### src/design/websocket_frame_unmasker_defines.svh
// assertion macros used by websocket_frame_unmasker.sv
`ifndef WEBSOCKET_FRAME_UNMASKER_DEFINES_SVH
`define WEBSOCKET_FRAME_UNMASKER_DEFINES_SVH

// same-cycle implication, checked out of reset
`define WSU_ASSERT_NOW(label, ante, cons) \
  label: assert property (@(posedge clk) disable iff (rst) (ante) |-> (cons)) \
    else $error("websocket_frame_unmasker: same-cycle check failed");

// next-cycle implication, checked out of reset
`define WSU_ASSERT_NEXT(label, ante, cons) \
  label: assert property (@(posedge clk) disable iff (rst) (ante) |=> (cons)) \
    else $error("websocket_frame_unmasker: next-cycle check failed");

`endif

### src/design/wsu_pkg.sv
package wsu_pkg;

  localparam int COUNTER_WIDTH_DEFAULT = 32;
  localparam int TOTAL_WIDTH           = 32;
  localparam int APB_ADDR_WIDTH        = 3;
  localparam int APB_DATA_WIDTH        = 32;

  localparam logic [6:0] LEN_FIELD_MASK = 7'h7F;
  localparam logic [6:0] LEN_EXT16      = 7'd126;
  localparam logic [6:0] LEN_EXT64      = 7'd127;
  localparam logic [7:0] DELIM_RESET    = 8'h0A;

  localparam logic [2:0] EXT16_LAST_IDX = 3'd1;
  localparam logic [2:0] EXT64_LAST_IDX = 3'd7;
  localparam logic [2:0] MASK_LAST_IDX  = 3'd3;

  // register index taken from paddr word address
  localparam logic REG_RECORD_DELIMITER = 1'b0;

  typedef enum logic [6:0] {
    PH_HDR0    = 7'b0000001,
    PH_HDR1    = 7'b0000010,
    PH_EXT16   = 7'b0000100,
    PH_EXT64   = 7'b0001000,
    PH_MASK    = 7'b0010000,
    PH_PAYLOAD = 7'b0100000,
    PH_HALT    = 7'b1000000
  } phase_t;

  typedef struct packed {
    logic [7:0]             payload_byte;
    logic                   frame_end;
    logic                   decode_error;
    logic [TOTAL_WIDTH-1:0] bytes_total;
    logic [TOTAL_WIDTH-1:0] records_total;
  } result_t;

endpackage

### src/design/websocket_frame_unmasker.sv
// channel | signals                                  | direction
// --------+------------------------------------------+----------
// in      | in_valid, in_ready, data_byte            | sink
// out     | out_valid, out_ready, payload_byte,      | source
//         | frame_end, decode_error, bytes_total,    |
//         | records_total                            |
// apb     | psel, penable, pwrite, paddr, pwdata,    | slave
//         | prdata, pready                           |
// one byte per cycle while in_ready is high; payload bytes go to the out register
// no out beat for header, length or key beats, bar a zero-length frame's error beat
// an out register plus a one-entry skid keep in_ready high through one stalled out beat
// rst is synchronous; after a zero-length frame all later beats are dropped until rst
module websocket_frame_unmasker #(
  parameter int COUNTER_WIDTH = wsu_pkg::COUNTER_WIDTH_DEFAULT
) (
  input  logic                               clk,
  input  logic                               rst,
  input  logic                               in_valid,
  output logic                               in_ready,
  input  logic [7:0]                         data_byte,
  output logic                               out_valid,
  input  logic                               out_ready,
  output logic [7:0]                         payload_byte,
  output logic                               frame_end,
  output logic                               decode_error,
  output logic [wsu_pkg::TOTAL_WIDTH-1:0]    bytes_total,
  output logic [wsu_pkg::TOTAL_WIDTH-1:0]    records_total,
  input  logic                               psel,
  input  logic                               penable,
  input  logic                               pwrite,
  input  logic [wsu_pkg::APB_ADDR_WIDTH-1:0] paddr,
  input  logic [wsu_pkg::APB_DATA_WIDTH-1:0] pwdata,
  output logic [wsu_pkg::APB_DATA_WIDTH-1:0] prdata,
  output logic                               pready
);
  import wsu_pkg::*;
  `include "websocket_frame_unmasker_defines.svh"

  logic [7:0]               record_delimiter;
  phase_t                   frame_phase, frame_phase_next;
  logic [2:0]               header_byte_index, header_byte_index_next;
  logic [63:0]              payload_remaining, payload_remaining_next;
  logic [31:0]              mask_word, mask_word_next;
  logic [1:0]               mask_position, mask_position_next;
  logic [COUNTER_WIDTH-1:0] payload_count, payload_count_next;
  logic [COUNTER_WIDTH-1:0] delim_count, delim_count_next;

  logic    in_fire;
  logic    res_emit;
  result_t res;
  result_t out_data;
  result_t skid_data;
  logic    skid_valid;
  logic [7:0] key_byte;
  logic [7:0] plain;
  logic [6:0] len7;

  // apb
  assign pready = 1'b1;
  assign prdata = APB_DATA_WIDTH'(record_delimiter);

  always_ff @(posedge clk) begin
    if (rst) begin
      record_delimiter <= DELIM_RESET;
    end else if (psel && penable && pwrite && pready &&
                 paddr[APB_ADDR_WIDTH-1] == REG_RECORD_DELIMITER) begin
      record_delimiter <= pwdata[7:0];
    end
  end

  assign in_ready = !skid_valid;
  assign in_fire  = in_valid && in_ready;

  always_comb begin
    case (mask_position)
      2'd0:    key_byte = mask_word[31:24];
      2'd1:    key_byte = mask_word[23:16];
      2'd2:    key_byte = mask_word[15:8];
      default: key_byte = mask_word[7:0];
    endcase
  end

  assign plain = data_byte ^ key_byte;
  assign len7  = data_byte[6:0] & LEN_FIELD_MASK;

  // per-beat state update
  always_comb begin
    frame_phase_next       = frame_phase;
    header_byte_index_next = header_byte_index;
    payload_remaining_next = payload_remaining;
    mask_word_next         = mask_word;
    mask_position_next     = mask_position;
    payload_count_next     = payload_count;
    delim_count_next       = delim_count;
    res_emit               = 1'b0;
    res                    = '0;
    case (frame_phase)
      PH_HDR0: begin
        frame_phase_next = PH_HDR1;
      end
      PH_HDR1: begin
        header_byte_index_next = '0;
        payload_remaining_next = '0;
        if (len7 == LEN_EXT16) begin
          frame_phase_next = PH_EXT16;
        end else if (len7 == LEN_EXT64) begin
          frame_phase_next = PH_EXT64;
        end else begin
          payload_remaining_next = 64'(len7);
          frame_phase_next       = PH_MASK;
        end
      end
      PH_EXT16, PH_EXT64: begin
        payload_remaining_next = {payload_remaining[55:0], data_byte};
        header_byte_index_next = header_byte_index + 3'd1;
        if ((frame_phase == PH_EXT16 && header_byte_index == EXT16_LAST_IDX) ||
            (frame_phase == PH_EXT64 && header_byte_index == EXT64_LAST_IDX)) begin
          header_byte_index_next = '0;
          frame_phase_next       = PH_MASK;
        end
      end
      PH_MASK: begin
        mask_word_next         = {mask_word[23:0], data_byte};
        header_byte_index_next = header_byte_index + 3'd1;
        if (header_byte_index == MASK_LAST_IDX) begin
          header_byte_index_next = '0;
          mask_position_next     = '0;
          if (payload_remaining == '0) begin
            frame_phase_next   = PH_HALT;
            res_emit           = 1'b1;
            res.decode_error   = 1'b1;
            res.bytes_total    = TOTAL_WIDTH'(payload_count);
            res.records_total  = TOTAL_WIDTH'(delim_count);
          end else begin
            frame_phase_next = PH_PAYLOAD;
          end
        end
      end
      PH_PAYLOAD: begin
        mask_position_next     = mask_position + 2'd1;
        payload_remaining_next = payload_remaining - 64'd1;
        if (payload_count != '1) begin
          payload_count_next = payload_count + COUNTER_WIDTH'(1);
        end
        if (plain == record_delimiter && delim_count != '1) begin
          delim_count_next = delim_count + COUNTER_WIDTH'(1);
        end
        res_emit          = 1'b1;
        res.payload_byte  = plain;
        res.frame_end     = (payload_remaining == 64'd1);
        res.bytes_total   = TOTAL_WIDTH'(payload_count_next);
        res.records_total = TOTAL_WIDTH'(delim_count_next);
        if (payload_remaining == 64'd1) begin
          frame_phase_next = PH_HDR0;
        end
      end
      default: begin
        frame_phase_next = PH_HALT;
      end
    endcase
  end

  always_ff @(posedge clk) begin
    if (rst) begin
      frame_phase       <= PH_HDR0;
      header_byte_index <= '0;
      payload_remaining <= '0;
      mask_word         <= '0;
      mask_position     <= '0;
      payload_count     <= '0;
      delim_count       <= '0;
    end else if (in_fire) begin
      frame_phase       <= frame_phase_next;
      header_byte_index <= header_byte_index_next;
      payload_remaining <= payload_remaining_next;
      mask_word         <= mask_word_next;
      mask_position     <= mask_position_next;
      payload_count     <= payload_count_next;
      delim_count       <= delim_count_next;
    end
  end

  // out register with one-entry skid
  always_ff @(posedge clk) begin
    if (rst) begin
      out_valid  <= 1'b0;
      skid_valid <= 1'b0;
    end else if (!out_valid || out_ready) begin
      if (skid_valid) begin
        out_valid  <= 1'b1;
        skid_valid <= 1'b0;
      end else begin
        out_valid <= in_fire && res_emit;
      end
    end else if (in_fire && res_emit) begin
      skid_valid <= 1'b1;
    end
  end

  always_ff @(posedge clk) begin
    if (!out_valid || out_ready) begin
      if (skid_valid) begin
        out_data <= skid_data;
      end else if (in_fire && res_emit) begin
        out_data <= res;
      end
    end else if (in_fire && res_emit) begin
      skid_data <= res;
    end
  end

  assign payload_byte  = out_data.payload_byte;
  assign frame_end     = out_data.frame_end;
  assign decode_error  = out_data.decode_error;
  assign bytes_total   = out_data.bytes_total;
  assign records_total = out_data.records_total;

  `WSU_ASSERT_NOW(a_skid_behind_out, skid_valid, out_valid)
  `WSU_ASSERT_NOW(a_error_beat_clean, out_valid && decode_error,
                  payload_byte == 8'd0 && !frame_end)
  `WSU_ASSERT_NEXT(a_halt_sticks, frame_phase == PH_HALT, frame_phase == PH_HALT)
  `WSU_ASSERT_NEXT(a_mask_pos_restart,
                   in_fire && frame_phase == PH_MASK && header_byte_index == MASK_LAST_IDX,
                   mask_position == 2'd0)
  `WSU_ASSERT_NEXT(a_frame_end_to_hdr,
                   in_fire && frame_phase == PH_PAYLOAD && payload_remaining == 64'd1,
                   frame_phase == PH_HDR0)

endmodule

### config.mk
export PLATFORM = sky130hd
export DESIGN_NAME = websocket_frame_unmasker
export DESIGN_NICKNAME = d
export VERILOG_FILES = /design/src/design/wsu_pkg.sv /design/src/design/websocket_frame_unmasker.sv
export VERILOG_INCLUDE_DIRS = /design/src /design/src/design
export SDC_FILE = /design/constraint.sdc
export NUM_CORES = 1
export LEC_CHECK = 0
export BUFFER_PORTS_ARGS = -buffer_cell sky130_fd_sc_hd__buf_2
export CAP_MARGIN = 25
export CORE_ASPECT_RATIO = 1.1
export CORE_MARGIN = 2
export CORE_UTILIZATION = 40
export DETAILED_ROUTE_END_ITERATION = 7
export PLACE_DENSITY = 0.6
export SYNTH_ARGS = -nofsm -noshare
export SYNTH_HDL_FRONTEND = slang
export SYNTH_SLANG_ARGS = --single-unit
export TNS_END_PERCENT = 20
### constraint.sdc
create_clock -name clk -period 16.83 [get_ports clk]
set_clock_uncertainty 0.1 [all_clocks]
set_input_delay 0 -clock clk [delete_from_list [all_inputs] [get_ports clk]]
set_output_delay 0 -clock clk [all_outputs]
set_load 0.05 [all_outputs]
# Word-level counts from Yosys, hierarchy flattened
# Index checks and enable logic that the tools add are counted.
[op_classes] addsub=5 n_eq_ne=20 mux=29 n_bitwise=3 n_reduce_logical=28
[ops] op="one-hot mux 64 bit (3 select lines)" count=1
[ops] op="2-to-1 mux 74 bit" count=2
[ops] op="2-to-1 mux 65 bit" count=2
[ops] op="one-hot mux 64 bit (2 select lines)" count=1
[ops] op="adder 32 x 1 -> 32 bit (second input constant)" count=2
[ops] op="== test 64 x 1 -> 1 bit (second input constant)" count=1
[ops] op="zero test 64 bit" count=1
[ops] op="2-to-1 mux 32 bit" count=2
[ops] op="!= test 32 bit (second input constant)" count=2
[ops] op="subtractor 64 x 1 -> 64 bit (second input constant)" count=1
[ops] op="2-to-1 mux 7 bit" count=6
[ops] op="one-hot mux 7 bit (5 select lines)" count=1
[ops] op="one-hot mux 8 bit (3 select lines)" count=1
[ops] op="== test 7 bit (second input constant)" count=2
[ops] op="AND reduction 2 bit" count=6
[ops] op="2-to-1 mux 5 bit" count=2
[ops] op="2-to-1 mux 9 bit" count=1
[ops] op="one-hot mux 3 bit (3 select lines)" count=1
[ops] op="== test 8 bit" count=1
[ops] op="logical AND 1 bit" count=8
[ops] op="XOR 8 bit" count=1
[ops] op="== test 7 x 1 -> 1 bit (second input constant)" count=1
[ops] op="== test 7 x 2 -> 1 bit (second input constant)" count=1
[ops] op="== test 7 x 3 -> 1 bit (second input constant)" count=1
[ops] op="other kinds (25)" count=37
[totals] regBits=330

# Depth between registers and ports, before layout
[logic_depth] ltp_word=9 ltp_mapped=14 mapped_depth_nobuf=10

# Worst setup path before layout
# Ideal clock, no wire load.
[synth_timing] kind="register to register" startpoint="reg payload_remaining[56]" endpoint="reg out_data (netlist bit bytes_total[0]) (enable)" t_arrival_ns=5.558 slack_ns=10.657 path_stages_with_launch=9 n_path_buf=0 period_less_slack_ns=6.173 path_cell_list="dfxtp_1 > or3_1 > or2_2 > or4_1 > nor4_1 > nand2_1 > o21ai_0 > nor2_1 > nor2b_1"
[synth_via] elab_chain_cells=7
[synth_lines] item="start, declared" line_no="websocket_frame_unmasker.sv:42" text="logic [63:0] payload_remaining, payload_remaining_next;"
[synth_lines] item="start signal, assigned" line_no="websocket_frame_unmasker.sv:175" text="payload_remaining <= payload_remaining_next;"
[synth_lines] item="zero test 64 bit" line_no="websocket_frame_unmasker.sv:128" text="if (payload_remaining == '0) begin"
[synth_lines] item="2-to-1 mux 1 bit" line_no="websocket_frame_unmasker.sv:128"
[synth_lines] item="2-to-1 mux 1 bit" line_no="websocket_frame_unmasker.sv:125" text="if (header_byte_index == MASK_LAST_IDX) begin"
[synth_lines] item="one-hot mux 1 bit (2 select lines)" line_no="websocket_frame_unmasker.sv:97" text="case (frame_phase)"
[synth_lines] item="logical AND 1 bit" line_no="websocket_frame_unmasker.sv:204" text="end else if (in_fire && res_emit) begin"
[synth_lines] item="nonzero test 2 bit (no line)"
[synth_lines] item="AND reduction 2 bit (no line)"
[synth_lines] item="end signal, assigned" line_no="websocket_frame_unmasker.sv:203" text="out_data <= skid_data;"
[synth_lines] item="end signal, assigned" line_no="websocket_frame_unmasker.sv:205" text="out_data <= res;"
[synth_lines] item="end, declared" line_no="websocket_frame_unmasker.sv:51" text="result_t out_data;"
# No other way between the ends.
# A chain may end at the register's enable or synchronous reset.

# Final worst setup path
[layout_timing] startpoint="reg frame_phase[2]" endpoint="reg out_data (netlist bit records_total[0]) (data pin)"
[layout_via] elab_chain_cells=4 word_cells_on_any_way=5 cone_classes="2 x eq/ne; 3 x mux"
[layout_lines] item="start, declared" line_no="websocket_frame_unmasker.sv:40" text="phase_t frame_phase, frame_phase_next;"
[layout_lines] item="start signal, assigned" line_no="websocket_frame_unmasker.sv:173" text="frame_phase <= frame_phase_next;"
[layout_lines] item="== test 7 x 6 -> 1 bit / == test 7 x 5 -> 1 bit (equally long branches)" line_no="websocket_frame_unmasker.sv:97"
[layout_lines] item="one-hot mux 64 bit (2 select lines) *" line_no="websocket_frame_unmasker.sv:97"
[layout_lines] item="2-to-1 mux 74 bit *" line_no="websocket_frame_unmasker.sv:204"
[layout_lines] item="2-to-1 mux 74 bit *" line_no="websocket_frame_unmasker.sv:202" text="if (skid_valid) begin"
# Mark *: on every way between the ends. The rest lies on a longest branch, timed or not. The select of a mux whose other input is x is not followed.

==> impl_results.md <==
* Ys flop type: dfxtp_1
* P per Cell Area at 89.7 nW/um^2
* FF-to-FF End: records_total[0]
* Post-synth ARST share at 0
* RePlAce Congestion at 0.835
* Final Core Density at 0.462
* Worst-margin pin slew at 0.995 ns
* Crit Reg-Reg Startpoint: frame_phase[2]
* Die Wd at 202 um
* DR WL/cell at 17.5 um
* Slew headroom at 0.328
* CTS tree: done
* Worst setup EP type: flop
* Commonest non-fill, non-tap cell in the layout: nand2_1
* Worst Path Arrival at 5.45 ns
* NumNets Final at 2063
* Input/output buffers at 107
* Syn. warnings at 0
* Placement Rows at 79
* Clk sink count at 330
* Setup total negative slack at 0 ns
* Area share of the largest cell type after synthesis at 0.258
* CP most frequent cell: or4_1
* H-tree Lvls at 2
* Clk pin slew, worst setup/hold paths at 0.06 ns
* Fill cells at 4055
* Data required, critical path at 17.05 ns
* Pre-CTS worst setup slack at 11.72 ns
* Area added between synthesis and finish at 13.7%
* Crit Path Max Fanout at 35
* Max frequency at 191 MHz
* Die height at 222 um
* Number of remaining DRC errors at 0
* Antenna-violating nets left at 0
* Hpwl dp at 28500 um
* Initial Util at 0.407
* CTS Buffer Depth at 3
* GRT Resource Usage Total at 0.198
* Number of global-route vias before repair at 13800
* Worst R2R Setup Slack at 11.60 ns
* Final worst path period share at 0.311
* First-pass GRT wire length at 73500 um
* Crit Path Category: flop to flop
* Outcome: finished clean
* Critical Path End: records_total[0]
* Synth top area cells: edfxtp_1, dfxtp_1, nand2_1
* Via count at 14800
* Synth Area per Inst at 8.81 sq um
* Iter 0 DRT Violations at 1111
* CP max-delay cell: or4_1
* Count of state elements after synthesis at 330
* Hold WC Path Type: primary input to flop
* Layout cell share with drive strength beyond 1 at 0.126
* Post-Route WL at 45500 um
* Highest-count cells in the layout ignoring fill and taps: nand2_1, nor2_1, dfxtp_1
* CP Cell Sequence: or4_1 > or4b_1 > or3_1 > or4_1 > clkinv_2 > nor2_1 > nand2_2 > nand3_1 > a2bb2oi_1
* Initial antenna violation count at 0
* Post-synthesis sequential area ratio at 0.469
* RSZ-0062 raised after global routing: no
* Post-synth EDFFs at 148
* Antenna cells at 0
* Reg2reg path depth at 9
* Postcts setup bufs at 0
* Crit-path max cell delay at 0.81 ns
* Root buffer cell: clkbuf_16
* Cell taking the most area after synthesis: edfxtp_1
* Startpoint types: flop
* Fin. Hold Viols at 0
* Final instance area at 19600 sq um
* Dpl cell area at 18000 sq um
* Crit path time final at 5.23 ns
* GRT overflow at 0
* Synth unique cells at 77
* Clk_lat worst skew at 0.54 ns
* Mapped Area at 17200 sq um
* Synth Instances at 1957
* Max-Cap Viols at 0
* Setup violators final at 0
* Pin count of the biggest net entering global routing at 77
* Full die area at 44800 sq um
* DRT Pass-1 Iters at 5
* Number of I/O pins at 159
* Via density at 5.69
* Setup ws final at 11.60 ns
* Worst Setup SP: frame_phase[2]
* Inserted Clock Buffers at 37
* Max Transition Viols Final at 0
* Core area at 42400 sq um
* Peak supply drop at 53.1 uV
* Leakage at 6.81 nW
[registers in the layout (all words and copies together) (netlist names)]
signal,flops
bytes_total,32
decode_error,1
delim_count,32
frame_end,1
frame_phase,7
header_byte_index,3
mask_position,2
mask_word,32
out_valid,1
payload_byte,8
payload_count,32
payload_remaining,64
record_delimiter,8
records_total,32
skid_data,74
skid_valid,1
[synthesized netlist by cell type (all sizes together) (25+ instances only)]
library cell	n
buf	46
xor2	55
o211ai	25
nand2	258
or3	31
o21ai	128
edfxtp	148
dfxtp	182
nand3	88
nor4	30
nor2	201
a21oi	137
nand4	35
mux2	38
clkbuf	131
inv	32
o31ai	43
nor3	59
[stage by stage]
step           hold WS [ns]  cells  total power, mW
6_report             0.0799   2594             1.76
5_1_grt               0.127   2594             1.81
4_1_cts              0.0433   2594             1.78
3_5_place_dp          0.115   2498            0.916
3_3_place_gp          0.120   2495            0.915
2_1_floorplan        0.0241   1980            0.904
[final cells by class]
class	count	area, sq um	share of cell area
flip-flops and latches	330	8090	0.413
repair buffers	157	1020	0.0521
clock inverters	17	253	0.0129
clock buffers	50	1030	0.0525
well taps	567	709	0.0362
inverters	33	125	0.00638
multi-input cells	1440	8370	0.427
[logic make-up (layout without fill, tap and decap cells)]
group,Yosys count,count (layout),synth area share
buffers and inverters,210,257,0.0536
multiplexers,49,49,0.0312
AO/OA/AOI/OAI,471,471,0.175
XOR/XNOR,78,78,0.0404
other,2,25,0.000436
AND/OR/NAND/NOR,803,803,0.221
adder cells (fa/ha/maj),14,14,0.0102
flip-flops,330,330,0.469
[routing by layer]
metal | track usage | vias up | wire, um
li1 | - | 7161 | -
met5 | 0 | - | 0
met3 | 0.0248 | 83 | 2340
met2 | 0.334 | 430 | 21700
met4 | 0.0700 | 0 | 1290
met1 | 0.262 | 7092 | 20100
[how the worst min path moves through the flow]
stage,start,endpoint,slack [ns],cells after the start
3_3_place_gp,pwdata[1],record_delimiter[1],0.12,3
5_1_grt,paddr[2],record_delimiter[0],0.13,4
2_1_floorplan,pwdata[1],record_delimiter[1],0.02,2
4_1_cts,paddr[2],record_delimiter[6],0.04,4
3_5_place_dp,pwdata[1],record_delimiter[1],0.11,3
6_report,paddr[2],record_delimiter[4],0.08,4
[where the power goes]
group	total, mW	switching [mW]	internal [mW]	leakage (nW)
registers	0.834	0.00224	0.832	2.85
logic	0.0687	0.0495	0.0192	3.34
clock network	0.856	0.332	0.524	0.626
total	1.76	0.384	1.37	6.81
[critical path: cells and delay by family, from the launching register on]
| family | cells | cell delay (ns) |
|---|---|---|
| flip-flops | 1 | 0.39 |
| AO/OA/AOI/OAI | 1 | 0.33 |
| AND/OR/NAND/NOR | 7 | 3.61 |
| buffers and inverters | 1 | 0.57 |
[what timing repair did]
| item | in CTS | in global routing |
|---|---|---|
| hold endpoints to repair | 76 | 0 |
| hold buffers | 29 | 0 |
| resized for setup | 0 | 0 |
Note: power is estimated with default switching activity, not from simulation.
